**src/design/gic_pkg.sv**
```systemverilog
// ----------------------------------------------------------------------------
// gic_pkg
// Shared types and constants for the gamepad input conditioner.
// ----------------------------------------------------------------------------
package gic_pkg;

    localparam int MAP_LEN    = 14;
    localparam int STEP_COUNT = 16;
    localparam int CNT_W      = 4;
    localparam int Q_DEPTH    = 2;
    localparam int Q_PTR_W    = 1;
    localparam int Q_CNT_W    = 2;

    localparam logic [15:0] STICK_DZ_RESET  = 16'd15729;
    localparam logic [15:0] TRIG_TH_RESET   = 16'd7710;

    // Configuration register indexes.
    localparam logic [7:0] REG_STICK_DZ = 8'd0;
    localparam logic [7:0] REG_TRIG_TH  = 8'd1;

    // Raw button bit for each output bit, in output order.
    localparam logic [15:0] BUTTON_BITS [MAP_LEN] = '{
        16'h1000, 16'h2000, 16'h4000, 16'h8000,
        16'h0001, 16'h0002, 16'h0004, 16'h0008,
        16'h0100, 16'h0200, 16'h0040, 16'h0080,
        16'h0010, 16'h0020
    };

    // What the back end does with a poll.
    typedef enum logic [1:0] {
        CLS_SKIP,
        CLS_UPDATE,
        CLS_DROP
    } cls_t;

    typedef enum logic [3:0] {
        BK_IDLE,
        BK_SQ_X,
        BK_SQ_Y,
        BK_SQRT,
        BK_CALC1,
        BK_CALC2,
        BK_DIV,
        BK_STORE,
        BK_TRIG,
        BK_TDIV,
        BK_TSTORE,
        BK_FIN
    } bk_state_t;

    typedef struct packed {
        cls_t        cls;
        logic        link;
        logic [15:0] buttons;
        logic [15:0] lx;
        logic [15:0] ly;
        logic [15:0] rx;
        logic [15:0] ry;
        logic [7:0]  lt;
        logic [7:0]  rt;
    } gic_item_t;

    typedef struct packed {
        logic [13:0] down_mask;
        logic [13:0] pressed_mask;
        logic [13:0] released_mask;
        logic [15:0] left_out_x;
        logic [15:0] left_out_y;
        logic [15:0] right_out_x;
        logic [15:0] right_out_y;
        logic [15:0] left_trigger_out;
        logic [15:0] right_trigger_out;
        logic        link_up;
        logic        any_activity;
        logic        rumble_stop;
    } gic_result_t;

    function automatic logic [13:0] map_buttons(input logic [15:0] word, input int n);
        logic [13:0] mask;
        mask = '0;
        for (int i = 0; i < MAP_LEN; i++)
        begin
            if (i < n && (word & BUTTON_BITS[i]) != 16'h0)
            begin
                mask[i] = 1'b1;
            end
        end
        return mask;
    endfunction

endpackage

```
**src/design/gic_front.sv**
```systemverilog
// ----------------------------------------------------------------------------
// gic_front
// Accepts polls, tracks the link and retry counter, and classifies each poll.
// ----------------------------------------------------------------------------
module gic_front #(
    parameter int POLL_RETRY_INTERVAL = 60
) (
    input  logic              clk,
    input  logic              rst_n,
    input  logic              in_valid,
    input  logic              q_full,
    input  logic              present,
    input  logic [15:0]       buttons,
    input  logic [15:0]       lx,
    input  logic [15:0]       ly,
    input  logic [15:0]       rx,
    input  logic [15:0]       ry,
    input  logic [7:0]        lt,
    input  logic [7:0]        rt,
    output logic              in_ready,
    output logic              push,
    output gic_pkg::gic_item_t item
);

    localparam int RW = $clog2(POLL_RETRY_INTERVAL + 1);

    logic          link_reg, link_next;
    logic [RW-1:0] retry_reg, retry_next;
    logic [RW-1:0] retry_inc;
    logic          look;

    assign in_ready  = !q_full;
    assign push      = in_valid && !q_full;
    assign retry_inc = retry_reg + 1'b1;

    always_comb
    begin
        look       = 1'b1;
        retry_next = retry_reg;
        link_next  = link_reg;
        item.cls   = gic_pkg::CLS_SKIP;
        if (!link_reg)
        begin
            if (retry_inc >= RW'(POLL_RETRY_INTERVAL))
            begin
                retry_next = '0;
            end
            else
            begin
                look       = 1'b0;
                retry_next = retry_inc;
            end
        end
        if (look && present)
        begin
            link_next = 1'b1;
            item.cls  = gic_pkg::CLS_UPDATE;
        end
        else if (look && link_reg)
        begin
            link_next = 1'b0;
            item.cls  = gic_pkg::CLS_DROP;
        end
        item.link    = link_next;
        item.buttons = buttons;
        item.lx      = lx;
        item.ly      = ly;
        item.rx      = rx;
        item.ry      = ry;
        item.lt      = lt;
        item.rt      = rt;
    end

    always_ff @(posedge clk or negedge rst_n)
    begin
        if (!rst_n)
        begin
            link_reg  <= 1'b0;
            retry_reg <= '0;
        end
        else if (push)
        begin
            link_reg  <= link_next;
            retry_reg <= retry_next;
        end
    end

endmodule

```
**config.mk**
```make
export PLATFORM = sky130hd
export DESIGN_NAME = gic_front
export DESIGN_NICKNAME = d
export VERILOG_FILES = /design/src/design/gic_pkg.sv /design/src/design/gic_front.sv
export SDC_FILE = /design/constraint.sdc
export NUM_CORES = 1
export LEC_CHECK = 0
export ABC_AREA = 1
export BUFFER_PORTS_ARGS = -buffer_cell sky130_fd_sc_hd__buf_4
export CORE_AREA = 2 2 78 80
export DETAILED_ROUTE_END_ITERATION = 8
export DIE_AREA = 0 0 80 82
export SLEW_MARGIN = 5
export SYNTH_ARGS = -nofsm -noshare
export SYNTH_HDL_FRONTEND = slang
export SYNTH_SLANG_ARGS = --single-unit
export TNS_END_PERCENT = 10
```
**constraint.sdc**
```tcl
create_clock -name clk -period 3 [get_ports clk]
set_input_delay 0.9 -clock clk [delete_from_list [all_inputs] [get_ports clk]]
set_output_delay 0.9 -clock clk [all_outputs]
set_load 0.03 [all_outputs]
```
# Word-level counts from Yosys, hierarchy flattened
# Cells that the tools add are included.
# totals
in_bits	101
regBits	7
wordCells	17
output_inout_bits	101
# classes
bitwise	1
reduce_logical	5
magnitude_cmp	1
add_sub_neg	1
muxes	7
# ops
op	n
6-bit by 1-bit adder with 6-bit output (second input constant)	1
6-bit greater-or-equal comparator (second input constant)	1
6-bit 2-to-1 mux	1
1-bit 2-to-1 mux	4
2-bit 2-to-1 mux	2
1-bit logical AND	3
2-bit AND reduction	1
1-bit zero test	1
1-bit NOT	1

# Longest topological paths before layout
# Gate-level depths: netlist (run 1).
# logic_depth
word_depth	7
depth_mapped	9
ltp_nobuf	9

# Least setup slack after synthesis (run 1)
# No wires, ideal clock.
# synth_path
path_type	reg-to-output
from	register retry_reg[0]
to	output port item[97] (netlist bit)
required_time_ns	2.100
path_buffers	0
t_arrival_ns	1.474
stages_incl_launch_ff	7
slack_ns	0.626
cell_sequence	dfrtp_1 > ha_1 > nand2_1 > nand3_2 > nor2_4 > nand2_4 > a21boi_1
# synth_rtl
element	line	text
start, declared	gic_front.sv:28	logic [RW-1:0] retry_reg, retry_next;
start signal, assigned	gic_front.sv:84	retry_reg <= retry_next;
end, declared	gic_front.sv:22	output gic_pkg::gic_item_t item

==> results by group, run 1 <==
Run status
  • Status: complete, no violations

Power
  • Worst supply voltage drop on vdd: 0.153 mV
  • Overall Power: 0.416 mW
  • Power density relative to cell area: 634 mW/mm²
  • Leakage: 0.321 nW

Placement
  • Final estimated routing congestion in global placement: 0.793
  • Detailed Place HPWL: 1.45 mm
  • Number of input and output port buffers inserted: 9

Route
  • DRT iter0 DRCs: 13
  • Aggregate routed wire length: 1.79 mm
  • Detailed-route DRC error count: 0
  • Number of detailed-routing iterations run before antenna repair: 4
  • Average vias per placed instance: 3.54
  • DRT antenna net count: 0
  • Average wire per standard cell: 12.0 µm
  • Vias post-DR: 528

STA
  • Final min period: 2.48 ns
  • Setup TNS: 0 ns
  • Setup Skew: 0.00201 ns
  • Count of final hold-check violations: 0
  • Fmax: 403 MHz
  • Slew Limit Headroom: 86.6%
  • Finish-stage setup viols: 0
  • Max-slew violation total from the final report: 0
  • Worst-Margin Slew: 0.201 ns
  • Part of the cycle the worst path needs: 82.7%
  • RSZ-0062 raised after global routing: false

Worst setup path
  • Worst path cell trace: ha_1 -> nand2_1 -> nand3_2 -> nor2_4 -> nand2_4 -> a21boi_1 -> buf_4
  • Largest stage delay on the critical path: 0.41 ns
  • Critical path capture point type: primary output
  • Signal arrival time at the worst endpoint: 1.58 ns
  • Path type of the worst setup path: reg -> out
  • Category of the worst setup path launch point: flip-flop
  • Data required time at the worst endpoint: 2.10 ns
  • Standard cell with the maximum stage delay on the critical path: sky130_fd_sc_hd__dfrtp_1
  • Combined buffer and inverter count along the critical path: 1
  • CP max FO: 9
  • Dominant delay contributor by cell family on the critical path: simple AND/OR/NAND/NOR gates

Floorplan
  • Number of top-level design ports: 202
  • Vertical extent of the die: 82 µm
  • Core outline area: 0.00575 mm²
  • Horizontal extent of the die: 80 µm
  • Die ar.: 0.00656 mm²
  • Initial Utilization: 20.5%
  • Number of rows in the core area: 28

Synth
  • Cell variety after synth: 18
  • Most used standard cell by instance count after synthesis: sky130_fd_sc_hd__buf_4
  • Fraction of synthesized area in multiplexers: 0%
  • Post-synth EDFFs: 0
  • Ys Warns: 0
  • Fraction of the mapped netlist area in compound gates: 4.46%
  • Post-Syn Area per Cell: 7.46 µm²
  • Xor/xnor cell area share of the yosys netlist: 0.743%
  • Top-area cell type share of the netlist area: 61.8%
  • Most frequently used flop master after synthesis: sky130_fd_sc_hd__dfrtp_1
  • Main area contributors after synthesis: sky130_fd_sc_hd__buf_4, sky130_fd_sc_hd__dfrtp_1, sky130_fd_sc_hd__nand2_1
  • Dominant combinational cell family by area after synthesis: buffers and inverters
  • Post-synthesis instance area: 0.00118 mm²
  • Commonest cells in the synthesized netlist: sky130_fd_sc_hd__buf_4, sky130_fd_sc_hd__nand2_1, sky130_fd_sc_hd__inv_1, sky130_fd_sc_hd__dfrtp_1, sky130_fd_sc_hd__nand3_1
  • Asr flop ratio synth: 100%
  • Biggest area consumer among synthesized cells: sky130_fd_sc_hd__buf_4
  • Number of flip-flops and latches in the synthesized netlist: 7
  • Synthesized netlist net count: 260
  • Synth Area in Adders: 1.06%
  • Synthesized-area fraction occupied by and/or/nand/nor cells: 13.6%
  • Seq/Total Area, Yosys: 14.9%
  • Cell count after synthesis: 158

CTS
  • TritonCTS clock tree: yes
  • Source-to-sink clock delay at the later pin of the worst-skew pair: 0.22 ns
  • Post-CTS Hold Fix Bufs: 0
  • Post-CTS resize count: 0
  • Clock sink count: 7
  • Root cell of the clock tree: sky130_fd_sc_hd__clkbuf_8
  • Number of buffers created by CTS: 3
  • Clock-pin slew on the worst setup and hold paths: 0.04 ns
  • Level count of the clock H-tree: 1
  • Number of post-CTS setup repair buffers: 0
  • Maximum number of buffers from clock root to sink: 2

Global routing
  • Initial antenna violation count: 0
  • GRT overflow: 0
  • Wire length of the first global-routing pass: 2.44 mm
  • Largest net degree at the start of global routing: 10
  • Vias in the first global route: 514
  • Overall routing resource usage: 5.23%

Worst hold path
  • Class of the most critical hold timing path: in -> async

Job
  • Max Cap Viol: 0

Cells and area
  • Number of nets in the layout: 177
  • Number of flip-flops under the largest register name: 6
  • Fraction of layout instances using a drive strength above 1: 24.3%
  • P&R area growth vs syn: -44.3%
  • Diodes inserted: 0
-- layout make-up --
cell class / count / area, µm²
Sequential cell: 7 / 175
Fill cell: 678 / 5090
Inverter: 11 / 41.3
Timing Repair Buffer: 9 / 67.6
Clock buffer: 4 / 45.0
Tap cell: 75 / 93.8
Multi-Input combinational cell: 43 / 234
-- layer usage --
layer / wire length [µm] / vias up / track usage (%)
li1: - / 218 / -
met1: 428 / 200 / 2.76
met2: 707 / 62 / 5.92
met3: 321 / 48 / 3.52
met4: 335 / 0 / 13.9
met5: 0 / - / 0
-- cells in the final DEF (no fill, tap or decap) --
cell                       Yosys  routed
sky130_fd_sc_hd__o21ai_0       4       4
sky130_fd_sc_hd__o21ai_1       2       2
sky130_fd_sc_hd__nor2_1        5       5
sky130_fd_sc_hd__nand4_1       1       1
sky130_fd_sc_hd__nand2_2       2       2
sky130_fd_sc_hd__nor2_2        1       1
sky130_fd_sc_hd__nand2_1      13      13
sky130_fd_sc_hd__clkbuf_8      0       3
sky130_fd_sc_hd__nand3_1       7       7
sky130_fd_sc_hd__o21bai_1      1       1
sky130_fd_sc_hd__dfrtp_1       7       7
sky130_fd_sc_hd__nor2_4        1       1
sky130_fd_sc_hd__ha_1          1       1
sky130_fd_sc_hd__buf_4        97       9
sky130_fd_sc_hd__a21boi_1      2       2
sky130_fd_sc_hd__xor2_1        1       1
sky130_fd_sc_hd__nand3_2       1       1
sky130_fd_sc_hd__inv_1        11      11
sky130_fd_sc_hd__clkbuf_1      0       1
sky130_fd_sc_hd__nand2_4       1       1
-- report_power, final --
part / leakage [nW] / total [mW] / internal, mW / switching (mW)
combinational: 0.208 / 0.126 / 0.0485 / 0.0777
clock: 0.0228 / 0.129 / 0.0917 / 0.0378
sequential: 0.0901 / 0.161 / 0.126 / 0.0349
-- through the flow --
| step | area [µm²] | cells | hold WS [ns] | setup WS (ns) | utilization [%] |
|---|---|---|---|---|---|
| floorplan | 1180 | 158 | 0.470 | 0.626 | - |
| global placement | 612 | 145 | 0.487 | 0.771 | 10.6 |
| detailed placement | 612 | 145 | 0.501 | 0.748 | 10.6 |
| CTS | 657 | 149 | 0.477 | 0.505 | 11.4 |
| global route | 657 | 149 | 0.475 | 0.373 | 11.4 |
| finish | 657 | 149 | 0.480 | 0.520 | 11.4 |
-- logic make-up after synthesis --
logic type,count (synthesis)
flip-flops,7
AND/OR/NAND/NOR,32
XOR/XNOR,1
AO/OA/AOI/OAI,9
adder cells (fa/ha/maj),1
buffers and inverters,108
-- worst reg2reg max path: stages (launching register included) --
cell and delay (ns):
sky130_fd_sc_hd__dfrtp_1 0.41, sky130_fd_sc_hd__ha_1 0.22, sky130_fd_sc_hd__nand2_1 0.11, sky130_fd_sc_hd__nand3_2 0.10, sky130_fd_sc_hd__nor2_4 0.13, sky130_fd_sc_hd__nand2_4 0.09
sky130_fd_sc_hd__nand3_1 0.09, sky130_fd_sc_hd__o21ai_0 0.09
-- final timing paths --
| path | start | endpoint | slack [ns] | cells past startpoint |
|---|---|---|---|---|
| worst min-delay path | rst_n | retry_reg[3]$_DFFE_PN0P_ | 0.48 | 1 |
| min in group clk | link_reg$_DFFE_PN0P_ | link_reg$_DFFE_PN0P_ | 0.50 | 2 |
| max in group asynchronous | rst_n | link_reg$_DFFE_PN0P_ | 2.40 | 1 |
| worst max-delay path | retry_reg[1]$_DFFE_PN0P_ | item[96] | 0.52 | 7 |
| worst max register to register | retry_reg[1]$_DFFE_PN0P_ | retry_reg[5]$_DFFE_PN0P_ | 1.64 | 7 |
| worst min register to register | link_reg$_DFFE_PN0P_ | link_reg$_DFFE_PN0P_ | 0.50 | 2 |
(Power assumes the default switching activity.)
==> inputs of run 2 (changes only) <==
--- a/config.mk
+++ b/config.mk
@@ -7,9 +7,9 @@
 export LEC_CHECK = 0
 export ABC_AREA = 1
 export BUFFER_PORTS_ARGS = -buffer_cell sky130_fd_sc_hd__buf_4
-export CORE_AREA = 2 2 78 80
+export CORE_AREA = 2 2 79 81
 export DETAILED_ROUTE_END_ITERATION = 8
-export DIE_AREA = 0 0 80 82
+export DIE_AREA = 0 0 81 83
 export SLEW_MARGIN = 5
 export SYNTH_ARGS = -nofsm -noshare
 export SYNTH_HDL_FRONTEND = slang
==> constraint.sdc (replaced) <==
create_clock -name clk -period 2.55 [get_ports clk]
set_input_delay 0.765 -clock clk [delete_from_list [all_inputs] [get_ports clk]]
set_output_delay 0.765 -clock clk [all_outputs]
set_load 0.03 [all_outputs]
==> run 2 against run 1 <==
Compared with the run above:
- sequential share of layout area decreased by 0.051 points
- flip-flop and latch count unchanged
- combinational power increased by 18%
- die area increased by 2.5%
- count of clock-buffer cells in the layout decreased by 1
- worst setup slack got worse by 0.33 ns
- global-route usage increased by 0.90 points
- sequential power increased by 18%
- via count increased by 4.7%
- largest power group unchanged
- register-to-register slack got worse by 0.45 ns
- final area increased by 0.19%
==> results by group, run 2 (synthesis gave the netlist of run 1 again) <==
Run status
  • Status: complete, no violations

Power
  • Power dissipated by switching net loads: 0.183 mW (+22%)
  • Combinational share of power: 30.1% (-0.2 points)
  • Power density relative to cell area: 750 mW/mm² (+18%)
  • Part of the total power dissipated in sequential elements: 38.5% (about the same)
  • Switching power share of the total: 37.0% (+0.91 points)
  • Clock power frac: 31.4% (+0.3 points)
  • Worst supply voltage drop on vdd: 0.233 mV (+52%)
  • Internal power: 0.311 mW (+17%)
  • Leakage: 0.324 nW (+0.85%)

Worst setup path
  • Critical path capture point type: primary output
  • Category of the worst setup path launch point: flip-flop
  • Data required time at the worst endpoint: 1.79 ns (-0.31 ns)
  • Path type of the worst setup path: reg -> out
  • Signal arrival time at the worst endpoint: 1.60 ns (+0.02 ns)
  • CP max FO: 9 (unchanged)

CTS
  • Post-CTS Hold Fix Bufs: 0 (unchanged)
  • TritonCTS clock tree: yes
  • Source-to-sink clock delay at the later pin of the worst-skew pair: 0.23 ns (about the same)
  • Level count of the clock H-tree: 1 (unchanged)
  • Post-CTS resize count: 0 (unchanged)
  • Number of post-CTS setup repair buffers: 0 (unchanged)
  • Number of buffers created by CTS: 3 (unchanged)
  • Root cell of the clock tree: sky130_fd_sc_hd__clkbuf_8
  • Maximum number of buffers from clock root to sink: 2 (unchanged)
  • Clock sink count: 7 (unchanged)
  • Clock-pin slew on the worst setup and hold paths: 0.04 ns (about the same)

STA
  • Setup Skew: 0.00555 ns (+0.00355 ns)
  • Count of final hold-check violations: 0 (unchanged)
  • Final min period: 2.36 ns
  • RSZ-0062 raised after global routing: false
  • Worst-Margin Slew: 0.215 ns (+0.0144 ns)
  • Max-slew violation total from the final report: 0 (unchanged)
  • Finish-stage setup viols: 0 (unchanged)
  • WHS: 0.341 ns (-0.138 ns)
  • Slew Limit Headroom: 85.6% (-0.98 points)
  • Setup TNS: 0 ns (unchanged)
  • Fmax: 424 MHz
  • Part of the cycle the worst path needs: 92.6%

Global routing
  • Largest net degree at the start of global routing: 10 (unchanged)
  • GRT overflow: 0 (unchanged)
  • Vias in the first global route: 552 (+7.4%)
  • Wire length of the first global-routing pass: 2.95 mm (+21%)
  • Overall routing resource usage: 6.13% (+0.90 points)
  • Initial antenna violation count: 0 (unchanged)

Floorplan
  • Number of top-level design ports: 202 (unchanged)
  • Vertical extent of the die: 83 µm (+1.2%)
  • Horizontal extent of the die: 81 µm (+1.3%)
  • Core outline area: 0.00582 mm² (+1.2%)
  • Die ar.: 0.00672 mm² (+2.5%)
  • Number of rows in the core area: 28 (unchanged)
  • Initial Utilization: 20.3% (-0.25 points)

Route
  • Aggregate routed wire length: 2.00 mm (+11%)
  • Number of detailed-routing iterations run before antenna repair: 4 (unchanged)
  • Detailed-route DRC error count: 0 (unchanged)
  • DRT iter0 DRCs: 7 (-6)
  • Vias post-DR: 553 (+4.7%)
  • Average vias per placed instance: 3.71 (+4.7%)
  • Average wire per standard cell: 13.4 µm (+11%)
  • DRT antenna net count: 0 (unchanged)

Cells and area
  • Number of nets in the layout: 177 (unchanged)
  • Number of flip-flops under the largest register name: 6 (unchanged)
  • Fraction of layout instances using a drive strength above 1: 25.7% (+1.4 points)
  • Fin cells: 149 (unchanged)
  • P&R area growth vs syn: -44.2%
  • Diodes inserted: 0 (unchanged)
  • Final Instance Area: 658 µm² (+0.19%)
  • Commonest non-fill, non-tap cell in the layout: sky130_fd_sc_hd__nand2_1
  • Most frequent cells in the layout: sky130_fd_sc_hd__nand2_1, sky130_fd_sc_hd__inv_1, sky130_fd_sc_hd__buf_4

Placement
  • Number of input and output port buffers inserted: 9 (unchanged)
  • Cell total after placement: 145 (unchanged)
  • Post-placement cell area: 612 µm² (unchanged)
  • Final estimated routing congestion in global placement: 0.743 (-6.3%)
  • Detailed Place HPWL: 1.63 mm (+13%)

Worst hold path
  • Class of the most critical hold timing path: in -> async

Job
  • Max Cap Viol: 0 (unchanged)
run 2: cell count changes in the layout (fill, tap and decap cells not counted), sizes merged:
cell,change
clkinv,+1
clkbuf,-1
run 2: worst max-delay path, stage by stage, from the launching register on:
cell and delay [ns]:
sky130_fd_sc_hd__dfrtp_1 0.40, sky130_fd_sc_hd__ha_1 0.24, sky130_fd_sc_hd__nand2_1 0.10, sky130_fd_sc_hd__nand3_2 0.10, sky130_fd_sc_hd__nor2_4 0.13, sky130_fd_sc_hd__nand2_4 0.09
sky130_fd_sc_hd__a21boi_1 0.14, sky130_fd_sc_hd__buf_4 0.18
run 2: layout make-up:
| type | instances | area [µm²] |
|---|---|---|
| multi-input cells | 43 | 234 |
| clock buffers | 3 | 41.3 |
| inverters | 11 | 41.3 |
| well taps | 75 | 93.8 |
| clock inverters | 1 | 5.00 |
| repair buffers | 9 | 67.6 |
| fillers | 708 | 5160 |
| flip-flops and latches | 7 | 175 |
run 2: metrics by stage:
stage / setup WS, ns / utilization [%] / total power [mW]
final: 0.189 / 11.3 / 0.493
after global routing: 0.0649 / 11.3 / 0.539
after CTS: 0.161 / 11.3 / 0.499
after detailed placement: 0.411 / 10.5 / 0.339
after global placement: 0.454 / 10.5 / 0.338
after floorplan: 0.311 / - / 0.580
run 2: worst paths after layout:
kind,startpoint,end,slack (ns),depth (start not counted)
min in group clk,link_reg$_DFFE_PN0P_,link_reg$_DFFE_PN0P_,0.52,2
max,retry_reg[0]$_DFFE_PN0P_,item[96],0.19,7
min reg2reg,link_reg$_DFFE_PN0P_,link_reg$_DFFE_PN0P_,0.52,2
max in group asynchronous,rst_n,retry_reg[2]$_DFFE_PN0P_,2.08,1
min,rst_n,retry_reg[5]$_DFFE_PN0P_,0.34,1
max reg2reg,retry_reg[0]$_DFFE_PN0P_,retry_reg[4]$_DFFE_PN0P_,1.19,7
run 2: layer usage:
| layer | up-vias | GRT usage (%) | wire, µm |
|---|---|---|---|
| met3 | 58 | 3.26 | 355 |
| met5 | - | 0 | 0 |
| met4 | 0 | 12.0 | 332 |
| li1 | 218 | - | - |
| met2 | 40 | 7.74 | 808 |
| met1 | 237 | 4.43 | 503 |
run 2: power by group through the flow:
stage | logic, mW | clock network [mW] | registers [mW]
floorplan | 0.400 | 0 | 0.180
global placement | 0.148 | 0 | 0.190
detailed placement | 0.150 | 0 | 0.189
CTS | 0.150 | 0.160 | 0.189
global route | 0.171 | 0.170 | 0.198
finish | 0.149 | 0.155 | 0.190
