**src/design/gic_pkg.sv**
```systemverilog
// ----------------------------------------------------------------------------
// gic_pkg
// Shared types and constants for the gamepad input conditioner.
// ----------------------------------------------------------------------------
package gic_pkg;

    localparam int MAP_LEN    = 14;
    localparam int STEP_COUNT = 16;
    localparam int CNT_W      = 4;
    localparam int Q_DEPTH    = 2;
    localparam int Q_PTR_W    = 1;
    localparam int Q_CNT_W    = 2;

    localparam logic [15:0] STICK_DZ_RESET  = 16'd15729;
    localparam logic [15:0] TRIG_TH_RESET   = 16'd7710;

    // Configuration register indexes.
    localparam logic [7:0] REG_STICK_DZ = 8'd0;
    localparam logic [7:0] REG_TRIG_TH  = 8'd1;

    // Raw button bit for each output bit, in output order.
    localparam logic [15:0] BUTTON_BITS [MAP_LEN] = '{
        16'h1000, 16'h2000, 16'h4000, 16'h8000,
        16'h0001, 16'h0002, 16'h0004, 16'h0008,
        16'h0100, 16'h0200, 16'h0040, 16'h0080,
        16'h0010, 16'h0020
    };

    // What the back end does with a poll.
    typedef enum logic [1:0] {
        CLS_SKIP,
        CLS_UPDATE,
        CLS_DROP
    } cls_t;

    typedef enum logic [3:0] {
        BK_IDLE,
        BK_SQ_X,
        BK_SQ_Y,
        BK_SQRT,
        BK_CALC1,
        BK_CALC2,
        BK_DIV,
        BK_STORE,
        BK_TRIG,
        BK_TDIV,
        BK_TSTORE,
        BK_FIN
    } bk_state_t;

    typedef struct packed {
        cls_t        cls;
        logic        link;
        logic [15:0] buttons;
        logic [15:0] lx;
        logic [15:0] ly;
        logic [15:0] rx;
        logic [15:0] ry;
        logic [7:0]  lt;
        logic [7:0]  rt;
    } gic_item_t;

    typedef struct packed {
        logic [13:0] down_mask;
        logic [13:0] pressed_mask;
        logic [13:0] released_mask;
        logic [15:0] left_out_x;
        logic [15:0] left_out_y;
        logic [15:0] right_out_x;
        logic [15:0] right_out_y;
        logic [15:0] left_trigger_out;
        logic [15:0] right_trigger_out;
        logic        link_up;
        logic        any_activity;
        logic        rumble_stop;
    } gic_result_t;

    function automatic logic [13:0] map_buttons(input logic [15:0] word, input int n);
        logic [13:0] mask;
        mask = '0;
        for (int i = 0; i < MAP_LEN; i++)
        begin
            if (i < n && (word & BUTTON_BITS[i]) != 16'h0)
            begin
                mask[i] = 1'b1;
            end
        end
        return mask;
    endfunction

endpackage

```
**src/design/gic_queue.sv**
```systemverilog
// ----------------------------------------------------------------------------
// gic_queue
// Two-entry queue of classified polls between the front and back ends.
// ----------------------------------------------------------------------------
module gic_queue (
    input  logic               clk,
    input  logic               rst_n,
    input  logic               push,
    input  gic_pkg::gic_item_t push_item,
    input  logic               pop,
    output logic               full,
    output logic               valid,
    output gic_pkg::gic_item_t head
);

    gic_pkg::gic_item_t              mem [gic_pkg::Q_DEPTH];
    logic [gic_pkg::Q_PTR_W-1:0]     wr_ptr_reg;
    logic [gic_pkg::Q_PTR_W-1:0]     rd_ptr_reg;
    logic [gic_pkg::Q_CNT_W-1:0]     count_reg;

    assign full  = count_reg == gic_pkg::Q_CNT_W'(gic_pkg::Q_DEPTH);
    assign valid = count_reg != '0;
    assign head  = mem[rd_ptr_reg];

    always_ff @(posedge clk)
    begin
        if (push)
        begin
            mem[wr_ptr_reg] <= push_item;
        end
    end

    always_ff @(posedge clk or negedge rst_n)
    begin
        if (!rst_n)
        begin
            wr_ptr_reg <= '0;
            rd_ptr_reg <= '0;
            count_reg  <= '0;
        end
        else
        begin
            if (push)
            begin
                wr_ptr_reg <= wr_ptr_reg + 1'b1;
            end
            if (pop)
            begin
                rd_ptr_reg <= rd_ptr_reg + 1'b1;
            end
            if (push && !pop)
            begin
                count_reg <= count_reg + 1'b1;
            end
            else if (pop && !push)
            begin
                count_reg <= count_reg - 1'b1;
            end
        end
    end

endmodule

```
**config.mk**
```make
export PLATFORM = sky130hd
export DESIGN_NAME = gic_queue
export DESIGN_NICKNAME = d
export VERILOG_FILES = /design/src/design/gic_pkg.sv /design/src/design/gic_queue.sv
export SDC_FILE = /design/constraint.sdc
export NUM_CORES = 1
export LEC_CHECK = 0
export BUFFER_PORTS_ARGS = -buffer_cell sky130_fd_sc_hd__buf_2
export CORE_UTILIZATION = 45
export CTS_BUF_LIST = sky130_fd_sc_hd__clkbuf_4 sky130_fd_sc_hd__clkbuf_8 sky130_fd_sc_hd__clkbuf_16
export CTS_CLUSTER_SIZE = 14
export DETAILED_ROUTE_END_ITERATION = 8
export PLACE_DENSITY = 0.7
export SYNTH_ARGS = -nofsm -noshare
export SYNTH_HDL_FRONTEND = slang
export SYNTH_SLANG_ARGS = --single-unit
```
**constraint.sdc**
```tcl
create_clock -name clk -period 6.77 [get_ports clk]
set_input_delay 0.677 -clock clk [delete_from_list [all_inputs] [get_ports clk]]
set_output_delay 0.677 -clock clk [all_outputs]
set_load 0.1 [all_outputs]
```
# Word level (Yosys, flattened, before mapping)
# Memories as Yosys holds them, arrays and structs flattened.
# Index checks and enable logic that the tools add are counted.
op_classes:
  add_sub_neg: 4
  eq_ne: 1
  muxes: 4
  reduce_logical: 6
ops:
  columns: ["op", "n"]
  rows:
  - ["$mux W2", 2]
  - ["$reduce_bool A2 Y1", 2]
  - ["$add A1 B1 Y1 const B", 2]
  - ["$add A2 B1 Y2 const B", 1]
  - ["$eq A2 B2 Y1 const B", 1]
  - ["$logic_and A1 B1 Y1", 2]
  - ["$logic_not A1 Y1", 2]
  - ["$mux W1", 2]
  - ["$sub A2 B1 Y2 const B", 1]
totals:
  regBits: 4
  mem_bits_rw: 198
  input_bits: 103
  output_inout_bits: 101
  n_memories: 1
mem_list:
  columns: ["name", "words", "word_bits", "rd", "rd_ports_with_merged_regs", "write_ports", "line", "text"]
  rows:
  - ["mem", 2, 99, 1, 0, 1, "gic_queue.sv:16", "gic_pkg::gic_item_t mem [gic_pkg::Q_DEPTH];"]

# Longest topological paths before layout
# Gate-level depths: netlist of run 1.
depth:
  depth_word: 4
  depth_mapped: 5

# Worst setup path before layout of run 1
# OpenSTA, ideal clock, no wires.
synth_timing:
  path_type: "input-to-reg"
  startpoint: "input push"
  endpoint: "memory mem[0][0] (netlist name), enable pin"
  setup_time_ns: 0.569
  t_arrival_ns: 4.986
  slack_ns: 1.214
  cell_stages: 1
  path_buffers: 0
  path_cell_list: "nor2b_1"
synth_between:
  elab_chain_cells: 2
synth_rtl:
  columns: ["item", "line", "text"]
  rows:
  - ["from (decl)", "gic_queue.sv:8", "input logic push,"]
  - ["$mux W1", "gic_queue.sv:27", "if (push)"]
  - ["$mux W1 (implied by the code)", "gic_queue.sv:29", "mem[wr_ptr_reg] <= push_item;"]
  - ["to (decl)", "gic_queue.sv:16", null]
# Every way passes these cells.

==> results of run 1 <==
-- synthesized netlist by cell type --
| cell type | instances | area (µm²) |
|---|---|---|
| inv_1 | 1 | 3.750 |
| edfxtp_1 | 198 | 5946 |
| mux2_4 | 99 | 1486 |
| xnor2_1 | 1 | 8.760 |
| ha_1 | 1 | 12.51 |
| buf_6 | 1 | 11.26 |
| dfrtp_1 | 4 | 100.1 |
| xor2_1 | 4 | 35.03 |
| nor2_1 | 1 | 3.750 |
| or2_2 | 1 | 6.260 |
| nor2b_1 | 2 | 12.51 |
| buf_12 | 10 | 200.2 |
| and2_1 | 1 | 6.260 |
-- metal layers --
layer  share of wire  GRT usage
met5               0          0
met4           0.013    0.04419
met1            0.40     0.1656
met2            0.50     0.2605
met3           0.086    0.04913
-- stage by stage --
stage	hold slack [ns]	utilization	instances	cell area [µm²]	setup WS [ns]
after floorplan	0.3814	-	324	7833	1.214
after global placement	0.4615	0.5344	740	8956	3.373
after detailed placement	0.4940	0.5344	740	8956	3.341
after CTS	0.3575	0.5769	777	9668	2.817
after global routing	0.3607	0.5769	777	9668	2.740
final	0.3782	0.5773	780	9676	2.865
-- layout make-up --
type                       instances  area, µm²  share of cell area
tap                              220      275.3             0.02845
timing repair buffer             208       1056              0.1091
clock inverter                    11      111.4             0.01151
inverter                           1      3.754           0.0003879
multi-input combinational        110       1582              0.1635
antenna                            3      7.507           0.0007759
clock buffer                      25      590.6             0.06104
sequential                       202       6050              0.6252
-- kinds of logic (layout without fill, tap and decap cells) --
family                   count (synthesis)  in the layout  synth area share
adder cells (fa/ha/maj)                  1              1          0.001597
flip-flops                             202            202            0.7719
multiplexers                            99             99            0.1898
other                                    0              3                 0
XOR/XNOR                                 5              5          0.005591
buffers and inverters                   12            245           0.02748
AND/OR/NAND/NOR                          5              5          0.003674
-- worst min path at each step --
stage	to	cells past startpoint	slack [ns]
floorplan	count_reg[0]$_DFFE_PN0P_	0	0.38
global placement	count_reg[1]$_DFFE_PN0P_	1	0.46
detailed placement	count_reg[0]$_DFFE_PN0P_	1	0.49
CTS	mem[0][91]$_DFFE_PP_	1	0.36
global route	mem[0][91]$_DFFE_PP_	1	0.36
finish	mem[1][76]$_DFFE_PP_	1	0.38
-- repair_timing --
item / in CTS / in global routing
hold buffers: 1 / 0
gates resized for setup: 0 / 0
setup endpoints to repair: 0 / 0
hold endpoints to repair: 4 / 0
==> qor.txt, run 1 <==
Status: finished, final reports clean
Final period util: 0.5767
Final Slew Violations: 0
Commonest non-fill, non-tap cell in the layout: buf_2
TritonCTS Buffers: 22
Reg-to-Reg Start: wr_ptr_reg$_DFFE_PN0P_
Initial Util: 0.4673
Yosys warning total: 0
Most frequent cells in the layout: buf_2 (203), edfxtp_1 (198), mux2_4 (99)
Post-synthesis register bit count: 202
H-Tree Depth: 1
Row cnt: 47
Critical path buffers and inverters: 2
Syn avg cell area: 24.17 µm²
Worst reg2reg endpoint: mem[1][44]$_DFFE_PP_
Initial detailed-routing violation count: 151
Startpoint type of the worst setup path: flop
Syn Std Cell Area: 7833 µm²
Family with the most delay on the worst path: buffers and inverters
Reg clk slew, reported paths: 0.06 ns
First-pass GRT wire length: 20.18 mm
RSZ-0062 raised after global routing: no
Fin. Hold Viols: 0
Routability Congestion: 0.7004
Crit path kind: flop to output port
Post-DP HPWL: 8.717 mm
Setup crit end: head[25]
Required time worst endpoint: 6.09 ns
Antenna Nets Post-Route: 0
Worst min-delay path startpoint: push_item[76]
Setup TNS: 0 ns
Worst min-delay path class: input port to flop
Core region area: 16,760 µm²
Clock Skew: 0.004888 ns
Die Ht: 133.9 µm
Initial antenna violation count: 1
Register-to-register setup slack: 4.63 ns
Share of layout cells above drive strength 1: 0.6176
Vias in the first global route: 3,930
Fillers: 1,319
CP Capture Type: output port
CP cell instances: buf_4, mux2_4, buf_2
Final min period: 3.905 ns
Rel. slew slack: 0.2397
Nets: 649
Crit-path max FO: 60
GRT Residual Overflow: 0
Via-per-instance ratio: 4.741
Number of flip-flops in the largest register: 198
Area Overhead vs Synth: 23.53%
DRC violations left: 0
Slowest stage delay, CP: 1.16 ns
GRT Total Usage: 0.1463
CP startpoint: rd_ptr_reg$_DFFE_PN0P_
Clk root buf: clkbuf_16
Sequential share of the synthesized area: 0.7719
Cell variety after synth: 13
CP max-delay cell: dfrtp_4
Post-CTS Setup Inserts: 0
Syn nets: 428
Wire per inst: 17.37 µm
DR pass1 iterations: 4
Final setup viols: 0
IO Count: 204
FF-to-FF path depth: 2
Clock buffer depth: 3
Levels on crit path: 3
DR vias: 3,698
Pin count of the biggest net entering global routing: 61
Slew at the pin closest to its max-slew limit: 1.140 ns
Final wirelength: 13.55 mm
CTS tree: done
Crit path DAT: 3.23 ns
Max cap viols: 0
Clock Latency Late Sink: 0.48 ns
CTS sink count: 202
Syn Inst Count: 324
Die X: 133.9 µm
Port-buffer cells: 203
Die area: 17,940 µm²
Max Freq: 256.1 MHz
Power of run 1 is left out: the tool's default activity adds up to more than one toggle a clock period on the data nets, which glitch-free logic cannot reach.
==> run 2, diff against run 1 <==
- clock period: 6.77 -> 3.8 ns (I/O delays scaled with it)
==> run 2 against run 1 <==
Compared with the run above:
- setup slack worse by 1.8 ns
- wire length down 0.60%
- die area unchanged
- core utilization up 0.060 points
- final cell count up 0.38%
- design area up 0.10%
- via count up 0.70%
- sequential share of layout area down 0.065 points
- non-clock buffer count up 3
- count of clock-buffer cells in the layout up 7
- critical endpoint is now head[38]
==> qor.txt, run 2 (synthesized netlist as in run 1, its figures left out) <==
Slowest stage delay, CP: 0.70 ns
Routability Congestion: 0.7181
Hold Slack: 0.07529 ns
CP cell instances: buf_4, mux2_4, buf_2
Via-per-instance ratio: 4.756
Initial Util: 0.4673
Max Freq: 364.7 MHz
Final Slew Violations: 0
DR vias: 3,724
Setup TNS: 0 ns
Final min period: 2.742 ns
Status: finished, final reports clean
Pin count of the biggest net entering global routing: 67
RSZ-0062 raised after global routing: no
Most frequent cells in the layout: buf_2 (203), edfxtp_1 (198), mux2_4 (99)
Final setup viols: 0
Final Instance Count excl. Fillers: 783
Die area: 17,940 µm²
DR pass1 iterations: 4
# resized after CTS: 0
Port-buffer cells: 203
Rel. slew slack: 0.3956
Area Overhead vs Synth: 23.66%
Core region area: 16,760 µm²
CTS sink count: 202
Clock buffer depth: 3
IO Count: 204
Initial antenna violation count: 2
Reg-to-Reg Start: wr_ptr_reg$_DFFE_PN0P_
Crit-path max FO: 25
Worst min-delay path class: input port to flop
Die Ht: 133.9 µm
GRT Residual Overflow: 0
Crit path DAT: 2.36 ns
Share of layout cells above drive strength 1: 0.6210
Final wirelength: 13.47 mm
CP Capture Type: output port
Die X: 133.9 µm
Setup crit end: head[38]
Crit path kind: flop to output port
Wire per inst: 17.20 µm
H-Tree Depth: 1
Family with the most delay on the worst path: buffers and inverters
Post-DP HPWL: 8.901 mm
Max cap viols: 0
Clock Skew: 0.007025 ns
TritonCTS Buffers: 21
Vias in the first global route: 4,029
Number of flip-flops in the largest register: 198
Register-to-register setup slack: 1.85 ns
Antenna Nets Post-Route: 0
FF-to-FF path depth: 2
Startpoint type of the worst setup path: flop
Initial detailed-routing violation count: 218
Fin. Hold Viols: 0
Inst Count DP: 743
Required time worst endpoint: 3.42 ns
Worst reg2reg endpoint: mem[0][96]$_DFFE_PP_
Row cnt: 47
CP max-delay cell: dfrtp_4
CP startpoint: rd_ptr_reg$_DFFE_PN0P_
First-pass GRT wire length: 20.43 mm
Reg clk slew, reported paths: 0.06 ns
Slew at the pin closest to its max-slew limit: 0.9066 ns
Nets: 651
Clk root buf: clkbuf_16
Commonest non-fill, non-tap cell in the layout: buf_2
Levels on crit path: 3
GRT Total Usage: 0.1492
Critical path buffers and inverters: 2
DRC violations left: 0
Final period util: 0.7215
CTS tree: done
Clock Latency Late Sink: 0.49 ns
[run 2: cell count changes in the layout (fill, tap and decap cells not counted)]
| cell | before | now |
|---|---|---|
| inv_8 | 1 | 0 |
| buf_4 | 4 | 5 |
| inv_6 | 0 | 1 |
| buf_12 | 0 | 2 |
| bufinv_16 | 2 | 0 |
| clkbuf_16 | 23 | 21 |
| clkbuf_8 | 0 | 4 |
| clkinv_2 | 5 | 1 |
| clkinvlp_4 | 1 | 2 |
| diode_2 | 3 | 1 |
| clkbuf_4 | 2 | 7 |
[run 2: how the worst min path moves through the flow]
stage                        from                        to  cells past startpoint
floorplan                   rst_n  count_reg[0]$_DFFE_PN0P_                      0
global placement            rst_n  count_reg[1]$_DFFE_PN0P_                      1
detailed placement          rst_n  count_reg[0]$_DFFE_PN0P_                      1
CTS                 push_item[23]      mem[1][23]$_DFFE_PP_                      1
global route        push_item[50]      mem[0][50]$_DFFE_PP_                      1
finish              push_item[53]      mem[1][53]$_DFFE_PP_                      1
[run 2: metal layers]
metal	GRT usage	share of wire	vias up	wire length, µm
li1	-	-	1734	-
met1	0.1755	0.40	1823	5435
met2	0.2573	0.49	141	6647
met3	0.04535	0.079	24	1068
met4	0.05492	0.023	2	304
met5	0	0.00097	-	13
[run 2: through the flow]
step | setup slack (ns) | util | area (µm²)
final | 1.058 | 0.5779 | 9686
after global placement | 1.602 | 0.5372 | 9004
after floorplan | 0.3794 | - | 7835
after detailed placement | 1.548 | 0.5372 | 9004
after global routing | 0.9519 | 0.5778 | 9683
after CTS | 1.018 | 0.5778 | 9683
[run 2: what timing repair did]
item	4_1_cts	5_1_grt
endpoints found under the hold margin	4	0
hold buffers	1	0
buffers inserted	0	0
[run 2: cell type report]
| type | instances | area (µm²) |
|---|---|---|
| multi-input combinational | 110 | 1582 |
| fill | 1294 | 7074 |
| clock buffer | 32 | 633.1 |
| sequential | 202 | 6050 |
| clock inverter | 6 | 36.28 |
| tap | 220 | 275.3 |
| timing repair buffer | 211 | 1104 |
| antenna | 1 | 2.502 |
| inverter | 1 | 3.754 |
Power of run 2 is left out for the same reason.
==> run 3, diff against run 2 <==
- ABC_AREA: unset -> 1
- clock period: 3.8 -> 2.7 ns (I/O delays scaled with it)
==> run 3 against run 2 <==
Compared with the run above:
- non-clock buffer count rose by 102
- synthesized cell count rose by 2.8%
- core utilization is 6.0 points higher
- area after synthesis increased by 0.22%
- die area rose by 0.22%
- hold slack worse by 0.046 ns
- setup slack lost 0.95 ns
- critical endpoint is now head[66]
- global-route usage grew 1.8 points
- first-iteration DRC count fell by 20%
==> qor.txt, run 3 <==
Cell variety after synth: 13
Required time worst endpoint: 2.43 ns
Diodes inserted: 0
Vias in the first global route: 4,681
IO Count: 204
Fin. Hold Viols: 0
H-Tree Depth: 1
TritonCTS Buffers: 21
Clock Skew: 0.006474 ns
Final Util: 0.6380
Die X: 134.1 µm
Top-area cell type share of the netlist area: 0.7574
Clk root buf: clkbuf_16
Worst min-delay path class: input port to flop
Post-synthesis register bit count: 202
Crit-path max FO: 32
Final wirelength: 15.07 mm
Compound-Gate Fraction of Synth Area: 0
Area share of fa/ha/maj cells after synthesis: 0.001594
Number of flip-flops in the largest register: 198
DR pass1 iterations: 4
Most frequent cells in the layout: buf_2 (203), edfxtp_1 (198), dlygate4sd3_1 (101)
Syn nets: 437
Hold Slack: 0.02948 ns
Setup TNS: 0 ns
Initial antenna violation count: 0
Met3 Use GR: 0.04233
Post-CTS Setup Inserts: 0
Main area contributors after synthesis: edfxtp_1 (76%), mux2_4 (19%), buf_12 (2.6%)
Predominant post-synthesis flop cell: edfxtp_1
CTS sink count: 202
Routability Congestion: 0.7357
CTS tree: done
Met1 Usage GRT: 0.1902
Xor and xnor area share after synthesis: 0.003347
First-pass GRT wire length: 23.20 mm
Crit path kind: flop to output port
Final period util: 0.9584
Commonest non-fill, non-tap cell in the layout: buf_2
Post-DP HPWL: 9.097 mm
Pin count of the biggest net entering global routing: 53
GRT Residual Overflow: 0
DR vias: 4,176
DRC violations left: 0
Main combinational cell family by area after synthesis: multiplexers
Initial detailed-routing violation count: 175
Most crowded layer after global routing: met2
Final setup viols: 0
Reg clk slew, reported paths: 0.06 ns
Port-buffer cells: 203
Async SR Flop Fraction: 0.01980
Sequential share of the synthesized area: 0.7702
FF+latch area: 6050 µm²
Startpoint type of the worst setup path: flop
Syn Inst Count: 333
Clock Latency Late Sink: 0.48 ns
Share of layout cells above drive strength 1: 0.5134
Met2 GRT Util: 0.3074
Max Freq: 386.4 MHz
Yosys warning total: 0
Row cnt: 47
CP Capture Type: output port
Simple-gate share of the synthesized area: 0.005260
RSZ-0062 raised after global routing: no
Die area: 17,980 µm²
Nets: 762
Status: finished, final reports clean
Final min period: 2.588 ns
Final Instance Area: 10,730 µm²
Syn avg cell area: 23.57 µm²
Initial Util: 0.4667
Crit path DAT: 2.32 ns
Clock buffer depth: 3
Post-DP Area: 9075 µm²
Rel. slew slack: 0.5397
Max cap viols: 0
Area of the multi-input gates: 1574 µm²
Final Slew Violations: 0
Die Ht: 134.1 µm
EDFF count, synth: 198
Antenna Nets Post-Route: 0
Area Overhead vs Synth: 36.69%
Largest area contributor in the netlist: edfxtp_1
Slew at the pin closest to its max-slew limit: 0.6904 ns
Core region area: 16,820 µm²
GRT Total Usage: 0.1673
Multiplexer area fraction after synthesis: 0.1894
Wire per inst: 16.89 µm
Post-synth top cells: edfxtp_1 (198), mux2_4 (99), buf_12 (10)
Syn Std Cell Area: 7850 µm²
Via-per-instance ratio: 4.682
Fillers: 1,190
Count leader, synth: edfxtp_1
==> run 3: through the flow <==
step	cells	setup slack (ns)
2_1_floorplan	333	0.3418
3_3_place_gp	754	0.6444
3_5_place_dp	754	0.5984
4_1_cts	892	0.07443
5_1_grt	892	0.03505
6_report	892	0.1123
==> run 3: cells by family (layout without fill, tap and decap cells) <==
group / Yosys count / after routing
muxes: 99 / 99
DFF: 202 / 202
buffers and inverters: 18 / 357
adders and majority gates: 1 / 1
xor gates and xnor gates: 3 / 3
and+or+nand+nor: 10 / 10
==> run 3: final cells by class <==
type / instances / share of cell area
Inverter: 7 / 0.002799
Sequential cell: 202 / 0.5638
Tap cell: 220 / 0.02565
Timing Repair Buffer: 313 / 0.2010
Clock inverter: 9 / 0.006180
Clock buffer: 28 / 0.05387
Multi-Input combinational cell: 113 / 0.1467
==> run 3: critical path, stage by stage, from the launching register on <==
cell     delay [ns]
dfrtp_4        0.85
buf_4          0.35
mux2_4         0.32
buf_2          0.29
==> run 3: final timing paths <==
path	start	to	slack, ns	cells after the start
setup / recovery	rd_ptr_reg$_DFFE_PN0P_	head[66]	0.11	3
hold / removal	push	wr_ptr_reg$_DFFE_PN0P_	0.03	2
setup reg to reg	wr_ptr_reg$_DFFE_PN0P_	mem[1][15]$_DFFE_PP_	0.97	3
hold reg to reg	count_reg[1]$_DFFE_PN0P_	count_reg[1]$_DFFE_PN0P_	0.50	2
max in group asynchronous	rst_n	rd_ptr_reg$_DFFE_PN0P_	2.43	2
min in group asynchronous	rst_n	count_reg[1]$_DFFE_PN0P_	0.13	2
==> run 3: timing repair <==
action                                  4_1_cts  5_1_grt
hold buffers                                101        0
resized for setup                             0        0
endpoints found under the hold margin       203        0
endpoints found under the setup margin        0        0
==> run 3: metal layers <==
metal | part of all wire | up-vias
li1 | - | 1959
met1 | 0.39 | 2025
met2 | 0.51 | 165
met3 | 0.071 | 27
met4 | 0.022 | 0
met5 | 0 | -
Power of run 3 is left out for the same reason.
